`config.mk`:
```
export PLATFORM = sky130hd
export DESIGN_NAME = imft_front
export DESIGN_NICKNAME = d
export VERILOG_FILES = /design/src/imft_pkg.sv /design/src/imft_front.sv
export SDC_FILE = /design/constraint.sdc
export NUM_CORES = 1
export LEC_CHECK = 0
export BUFFER_PORTS_ARGS = -buffer_cell sky130_fd_sc_hd__buf_4
export CAP_MARGIN = 10
export CORE_ASPECT_RATIO = 1.25
export CORE_MARGIN = 8
export CORE_UTILIZATION = 50
export CTS_CLUSTER_SIZE = 30
export DETAILED_ROUTE_END_ITERATION = 10
export GPL_TIMING_DRIVEN = 0
export PLACE_DENSITY_LB_ADDON = 0.12
export RECOVER_POWER = 50
export SLEW_MARGIN = 10
export SYNTH_ARGS = -nofsm -noshare
export SYNTH_HDL_FRONTEND = slang
export SYNTH_SLANG_ARGS = --single-unit
```
`constraint.sdc`:
```
create_clock -name i_clk -period 3.4 [get_ports i_clk]
set_input_delay 0 -clock i_clk [delete_from_list [all_inputs] [get_ports i_clk]]
set_output_delay 0 -clock i_clk [all_outputs]
set_load 0.005 [all_outputs]
```
`src/imft_pkg.sv`:
```
// Shared types, constants and helper functions of the IPv4 mask filter table.
`default_nettype none

package imft_pkg;

    localparam int TABLE_DEPTH_DEF = 1024;

    localparam int ADDR_W   = 32;
    localparam int SLOT_W   = 10;
    localparam int USED_W   = 11;
    localparam int CMD_W    = 2;
    localparam int OCTET_W  = 8;
    localparam int OCTETS   = ADDR_W / OCTET_W;

    localparam logic [OCTET_W-1:0] OCTET_MAX = 8'hFF;

    // Command queue between the front and the back end.
    localparam int QUEUE_DEPTH = 2;
    localparam int QPTR_W      = 1;
    localparam int QCNT_W      = 2;

    typedef enum logic [CMD_W-1:0] {
        CMD_CHECK  = 2'd0,
        CMD_ADD    = 2'd1,
        CMD_REMOVE = 2'd2,
        CMD_NOP    = 2'd3
    } t_cmd;

    typedef enum logic [1:0] {
        ST_DONE      = 2'd0,
        ST_FULL      = 2'd1,
        ST_NOT_FOUND = 2'd2
    } t_status;

    typedef enum logic [1:0] {
        S_IDLE,
        S_SCAN,
        S_DONE
    } t_back_state;

    typedef struct packed {
        logic [CMD_W-1:0]  command;
        logic [ADDR_W-1:0] address;
    } t_imft_in;

    typedef struct packed {
        logic              blocked;
        t_status           status;
        logic [SLOT_W-1:0] slot;
        logic [USED_W-1:0] slots_used;
    } t_imft_out;

    // Classified command word handed from the front end to the back end.
    typedef struct packed {
        t_cmd              op;
        logic [ADDR_W-1:0] addr;
        logic [ADDR_W-1:0] mask;
    } t_imft_job;

    typedef struct packed {
        logic              used;
        logic [ADDR_W-1:0] mask;
        logic [ADDR_W-1:0] pattern;
    } t_imft_entry;

    // Every nonzero octet of a pattern must match exactly; zero octets are wildcards.
    function automatic logic [ADDR_W-1:0] mask_of_pattern(input logic [ADDR_W-1:0] pat);
        logic [ADDR_W-1:0] m;
        m = '0;
        for (int k = 0; k < OCTETS; k++) begin
            m[k*OCTET_W +: OCTET_W] = (pat[k*OCTET_W +: OCTET_W] != '0) ? OCTET_MAX : '0;
        end
        return m;
    endfunction

endpackage

`default_nettype wire

```
`src/imft_front.sv`:
```
// Front end: accepts commands, derives the pattern mask and queues the word.
`default_nettype none

module imft_front
    import imft_pkg::*;
(
    input  wire logic      i_clk,
    input  wire logic      i_rst_n,
    input  wire logic      i_start,
    input  wire t_imft_in  i_cmd,
    output logic           o_busy,
    output logic           o_job_valid,
    output t_imft_job      o_job,
    input  wire logic      i_job_pop
);

    t_imft_job          r_q [QUEUE_DEPTH];
    logic [QPTR_W-1:0]  r_wr, n_wr;
    logic [QPTR_W-1:0]  r_rd, n_rd;
    logic [QCNT_W-1:0]  r_cnt, n_cnt;
    logic               push;
    logic               pop;
    t_imft_job          job_in;

    assign o_busy      = (r_cnt == QCNT_W'(QUEUE_DEPTH));
    assign o_job_valid = (r_cnt != '0);
    assign o_job       = r_q[r_rd];

    assign push = i_start && !o_busy;
    assign pop  = i_job_pop && o_job_valid;

    always_comb begin
        job_in.op   = t_cmd'(i_cmd.command);
        job_in.addr = i_cmd.address;
        job_in.mask = mask_of_pattern(i_cmd.address);
    end

    always_comb begin
        n_wr  = r_wr;
        n_rd  = r_rd;
        n_cnt = r_cnt;
        if (push) begin
            n_wr = (r_wr == QPTR_W'(QUEUE_DEPTH - 1)) ? '0 : r_wr + QPTR_W'(1);
        end
        if (pop) begin
            n_rd = (r_rd == QPTR_W'(QUEUE_DEPTH - 1)) ? '0 : r_rd + QPTR_W'(1);
        end
        if (push && !pop) begin
            n_cnt = r_cnt + QCNT_W'(1);
        end else if (pop && !push) begin
            n_cnt = r_cnt - QCNT_W'(1);
        end
    end

    always_ff @(posedge i_clk) begin
        if (!i_rst_n) begin
            r_wr  <= '0;
            r_rd  <= '0;
            r_cnt <= '0;
        end else begin
            r_wr  <= n_wr;
            r_rd  <= n_rd;
            r_cnt <= n_cnt;
        end
    end

    always_ff @(posedge i_clk) begin
        if (push) begin
            r_q[r_wr] <= job_in;
        end
    end

endmodule

`default_nettype wire

```
==> run_results.csv, run 1 <==
group,metric,value,unit
critical_path,critPathArrivalTime,2.03,ns
clock_tree,post_cts_resized,0,
power,pwr-share-seq,44.8,%
yosys,synth_compound_area_share,0.9996,%
global_route,grt_start_max_net_pins,21,
yosys,synthAdderAreaFrac,0.3845,%
critical_path,crit_type,"flip-flop to flip-flop",
clock_tree,cts_root_buf,"clkbuf_8",
power,power_density,611.2,nW/µm²
run,cap_violations,0,
floorplan,rows,33,
yosys,avgSynthCellArea,17.78,µm²
power,p_switching,0.7089,mW
detailed_routing,drtPass1Iterations,4,
floorplan,die_w,88.16,µm
finish,n_fill_cell,495,
timing,rsz0062_at_grt,"no",
yosys,synthCells,183,
yosys,yosys_warnings,0,
yosys,synth.area.top_cells,"edfxtp_1 (70%), mux2_1 (6.9%), buf_4 (6.5%)",
timing,final.setup.tns,0,ns
detailed_routing,final_antenna_net_count,0,
detailed_routing,vias_per_cell,4.767,
clock_tree,cts_tree,"done",
power,p_leak,1.712,nW
detailed_routing,drc,0,
placed_design,portBuffers,105,
timing,setup_viol,0,
finish,layout-drive-gt1-share,38.89,%
critical_path,worst-endpoint-required,3.44,ns
placed_design,gp_congestion,0.6627,
clock_tree,insertion_delay,0.33,ns
timing,fmaxAchievable,0.5030,GHz
clock_tree,ctsHoldBuffers,35,
floorplan,ios,106,
global_route,grt_pass1_vias,2143,
yosys,synth_top_family_by_area,"multiplexers",
global_route,grt_overflow,0,
finish,diodes,0,
yosys,synth_area,3254,µm²
finish,fin_nets,376,
timing,relSlewSlack,33.49,%
finish,layout_commonest_cell,"buf_4",
finish,final_cell_mix,"buf_4 (86), edfxtp_1 (76), clkbuf_1 (38)",
global_route,grt_use_total,14.90,%
floorplan,dieArea,9363,µm²
timing,min_period_over_period,58.47,%
global_route,grt_pass1_wl,10460,µm
yosys,synth_cell_type_count,26,
yosys,synth-seq-cells,81,
clock_tree,cts_max_level,3,
timing,finalHoldViolCount,0,
power,ir_drop,0.0004342,V
yosys,synthDominantCellAreaShare,70.13,%
floorplan,start_util,50.52,%
clock_tree,clockBufferDepth,2,
critical_path,critPathMaxFanout,20,
clock_tree,clock-sinks,81,
power,total_power,2.859,mW
global_route,antenna_found_initial,0,
timing,report.final.slew_viol_count,0,
yosys,synthSimpleGateAreaFrac,3.768,%
yosys,yosysSeqAreaShare,73.20,%
outcome,status,"completed",
floorplan,dieHeight,106.2,µm
detailed_routing,wire_per_inst,16.20,µm
worst_hold_path,min_path_type,"primary input to flip-flop",
critical_path,end_kind,"flip-flop",
timing,layout_min_cycle_time,1.988,ns
power,pwr-share-clk,28.0,%
detailed_routing,vias,2045,
power,p_comb_share,27.2,%
power,sw_frac_of_total,24.79,%
yosys,synth_top_area_cell,"edfxtp_1",
clock_tree,numCtsBuffers,9,
clock_tree,clk_pin_slew_worst_paths,0.07,ns
clock_tree,post_cts_buffers,0,
floorplan,core_area,6441,µm²
detailed_routing,routed_wl,6951,µm
finish,syn_to_final_growth,43.75,%
yosys,synth-xor-area-share,0.8074,%
timing,skew,0.006560,ns
critical_path,startpoint_type,"flip-flop",
placed_design,place_hpwl,4875,µm
detailed_routing,drt_iter0_markers,73,
yosys,syn_nets,222,
yosys,synthMuxAreaShare,13.15,%
timing,tightest_slew,0.9976,ns
power,p_int,2.150,mW
## metrics by stage
| stage | instance area [µm²] | hold slack [ns] | utilization (%) | instances | setup WS, ns |
|---|---|---|---|---|---|
| 3_3_place_gp | 4151 | 0.1847 | 64.45 | 375 | 0.0007112 |
| 2_1_floorplan | 3254 | 0.09887 | - | 183 | 0.8742 |
| 5_1_grt | 4678 | 0.02993 | 72.63 | 429 | 1.261 |
| 4_1_cts | 4813 | 0.009870 | 74.73 | 429 | 1.665 |
| 3_5_place_dp | 4229 | 0.1895 | 65.66 | 378 | 1.687 |
| 6_report | 4678 | 0.01847 | 72.63 | 429 | 1.412 |
## cell type report
type / count / area, µm² / area share [%]
sequential: 81 / 2382 / 50.92
timing repair buffer: 143 / 1077 / 23.03
multi-input combinational: 68 / 628.1 / 13.43
buffer: 32 / 240.2 / 5.135
clock buffer: 10 / 127.6 / 2.728
tap: 87 / 108.9 / 2.327
clock inverter: 6 / 106.4 / 2.273
inverter: 2 / 7.507 / 0.1605
## metal layers
metal	GRT usage, %	wire length (µm)	vias up
met2	26.65	3692	73
met1	15.39	2663	987
met3	3.704	455	11
met4	7.879	140	0
li1	-	-	974
met5	0	0	-
## worst paths after layout
| path | startpoint | to | slack, ns | depth (start not counted) |
|---|---|---|---|---|
| min reg2reg | r_cnt[1] | r_cnt[1] | 0.54 | 2 |
| min | i_start | r_wr | 0.02 | 3 |
| max reg2reg | r_cnt[0] | r_q[1][15] | 1.41 | 3 |
| max | r_cnt[0] | r_q[1][15] | 1.41 | 3 |
## state kept, by name, indices dropped and copies added (netlist names), named ones only
name and cells:
r_wr 1, r_rd 1, r_q 76, r_cnt 2
## critical path, cell delays in order (launching register included)
cell	delay (ns)
dfxtp_1	0.43
nand2b_1	0.17
and3_1	0.83
buf_16	0.25
## power groups by stage
| stage | Sequential, mW | Clock [mW] | Combinational, mW |
|---|---|---|---|
| floorplan | 1.30 | 0 | 0.384 |
| global placement | 1.31 | 0 | 0.739 |
| detailed placement | 1.30 | 0 | 0.798 |
| CTS | 1.28 | 0.816 | 0.834 |
| global route | 1.29 | 0.850 | 0.838 |
| finish | 1.28 | 0.802 | 0.776 |
## kinds of logic (layout without fill, tap and decap cells)
family          after synthesis  in the layout
fa+ha+maj                     1              1
buf+inv                      34            193
xor+xnor                      3              3
mux                          38             38
simple gates                 21             21
compound gates                5              5
flops                        81             81
## synthesized netlist by cell type
cell	n
edfxtp_1	76
buf_4	28
mux2_1	20
mux2_2	18
nor4_1	8
dfxtp_1	5
nand2_1	4
and2_1	3
buf_2	2
buf_6	2
xnor2_1	2
a21boi_0	1
a21boi_1	1
and3_1	1
ha_1	1
inv_1	1
inv_2	1
nand2b_1	1
nor2_1	1
nor3_2	1
o21a_1	1
o21ai_0	1
o21ai_1	1
or2_2	1
or3_1	1
xor2_1	1
Power figures use the tool's default switching activity.
==> inputs of run 2 (changes only) <==
Clock period 3.4 ns to 1.95 ns, I/O delays scaled along.
==> run_results.csv, run 2 (synthesized netlist as in run 1, its figures left out) <==
group,metric,value,unit
critical_path,crit_type,"flip-flop to flip-flop",
worst_hold_path,min_path_type,"primary input to flip-flop",
finish,syn_to_final_growth,42.37,%
detailed_routing,drtPass1Iterations,6,
clock_tree,cts_tree,"done",
timing,skew,0.005988,ns
timing,fmaxAchievable,0.5816,GHz
critical_path,r2r_start,"r_cnt[0]",
floorplan,die_w,88.16,µm
detailed_routing,drt_iter0_markers,85,
detailed_routing,routed_wl,6852,µm
timing,layout_min_cycle_time,1.719,ns
finish,diodes,0,
floorplan,start_util,50.52,%
power,p_comb_share,28.5,%
finish,largest_register,"r_q",
floorplan,ios,106,
placed_design,dp_cells,378,
finish,n_fill_cell,479,
floorplan,core_area,6441,µm²
global_route,grt_pass1_wl,10400,µm
detailed_routing,drc,0,
finish,fin_area,4633,µm²
outcome,status,"completed",
timing,tightest_slew,0.6458,ns
clock_tree,clockBufferDepth,2,
power,pwr-share-clk,24.1,%
run,cap_violations,0,
timing,rsz0062_at_grt,"no",
placed_design,placed_cell_area,4229,µm²
finish,layout-drive-gt1-share,41.23,%
power,sw_frac_of_total,25.86,%
global_route,grt_overflow,0,
critical_path,worst-endpoint-required,1.99,ns
floorplan,rows,33,
finish,fin_nets,376,
global_route,grt_pass1_vias,2167,
critical_path,end_kind,"flip-flop",
clock_tree,clk_pin_slew_worst_paths,0.08,ns
placed_design,gp_congestion,0.7003,
clock_tree,post_cts_resized,0,
clock_tree,cts_root_buf,"clkbuf_8",
finish,largest_reg_flops,76,
detailed_routing,vias,2013,
clock_tree,clock-sinks,81,
worst_hold_path,hold_end,"r_wr",
power,power_density,1017,nW/µm²
finish,multi_input_area,629.4,µm²
worst_hold_path,hold-path-cell-count,3,
detailed_routing,wire_per_inst,15.97,µm
clock_tree,cts_max_level,3,
timing,finalHoldViolCount,0,
timing,report.final.slew_viol_count,0,
critical_path,reg2reg_to,"r_q[0][55]",
finish,ff_latch_area,2382,µm²
power,p_switching,1.218,mW
global_route,grt_start_max_net_pins,21,
timing,min_period_over_period,88.17,%
finish,stdcell_count,429,
global_route,antenna_found_initial,0,
floorplan,dieHeight,106.2,µm
timing,relSlewSlack,56.81,%
finish,final_cell_mix,"buf_4 (86), edfxtp_1 (76), dlygate4sd3_1 (35), clkbuf_1 (35), mux2_1 (20)",
worst_hold_path,hp-start,"i_start",
placed_design,place_hpwl,4837,µm
finish,layout_commonest_cell,"buf_4",
floorplan,dieArea,9363,µm²
critical_path,reg2regPathDepth,4,
placed_design,portBuffers,105,
critical_path,startpoint_type,"flip-flop",
detailed_routing,final_antenna_net_count,0,
power,p_leak,1.701,nW
power,ir_drop,0.0007153,V
clock_tree,insertion_delay,0.33,ns
timing,setup_viol,0,
critical_path,reg2reg_slack,0.23,ns
finish,reg_top3,"r_q x76, r_cnt x2",
timing,final.setup.tns,0,ns
detailed_routing,vias_per_cell,4.692,
global_route,grt_use_total,14.57,%
critical_path,critPathArrivalTime,1.76,ns
power,pwr-share-seq,47.4,%
critical_path,critPathMaxFanout,15,
clock_tree,numCtsBuffers,9,
power,p_int,3.492,mW
run 2: cell types whose count changed in the layout (fill, tap and decap cells not counted), sizes merged:
cell and change:
clkbuf -3, clkinvlp +1, clkinv +2, buf +2, bufinv -2
run 2: worst max path at each step:
stage,from,to,slack (ns)
after global placement,r_cnt[0],r_q[0][32],-0.54
after global routing,r_cnt[0],r_q[0][63],0.11
after floorplan,r_cnt[0],r_q[0][15],0.005
after detailed placement,r_cnt[0],r_q[0][64],0.24
final,r_cnt[0],r_q[0][55],0.23
after CTS,r_cnt[0],r_q[0][63],0.21
run 2: critical path, cell delays in order (launching register included):
cell and delay (ns):
dfxtp_1 0.40, nand2b_1 0.16, inv_1 0.09, nor3_4 0.51
buf_8 0.25
run 2: area by class of cell:
type | count | area share, %
buffer | 32 | 5.239
clock buffer | 9 | 2.674
clock inverter | 7 | 1.323
inverter | 2 | 0.1620
multi-input combinational | 68 | 13.58
sequential | 81 | 51.42
tap | 87 | 2.349
timing repair buffer | 143 | 23.25
run 2: power groups by stage:
stage	registers (mW)	clock network (mW)	logic [mW]
5_1_grt	2.25	1.23	1.46
4_1_cts	2.23	1.16	1.45
3_3_place_gp	2.27	0	1.29
3_5_place_dp	2.27	0	1.38
6_report	2.23	1.13	1.34
2_1_floorplan	2.26	0	0.675
run 2: per-layer routing:
layer | wire (µm) | share of wire, % | vias up | track usage [%]
met5 | 0 | 0 | - | 0
met4 | 40 | 0.58 | 0 | 5.818
met3 | 508 | 7.4 | 4 | 4.398
met2 | 3649 | 53 | 65 | 26.32
met1 | 2653 | 39 | 974 | 15.06
li1 | - | - | 970 | -
run 2: timing repair:
action | CTS | global route
buffers inserted | 0 | 0
hold buffers | 35 | 0
setup endpoints to repair | 0 | 0
endpoints found under the hold margin | 81 | 0
run 2: per-stage QoR:
step	setup WS, ns	power (mW)	hold WS [ns]	util [%]
final	0.2307	4.710	0.02472	71.93
after global routing	0.1112	4.939	0.05171	71.93
after CTS	0.2117	4.841	0.01857	73.97
after detailed placement	0.2372	3.648	0.1877	65.66
after global placement	-0.5434	3.567	0.1847	64.55
after floorplan	0.004876	2.933	0.09887	-
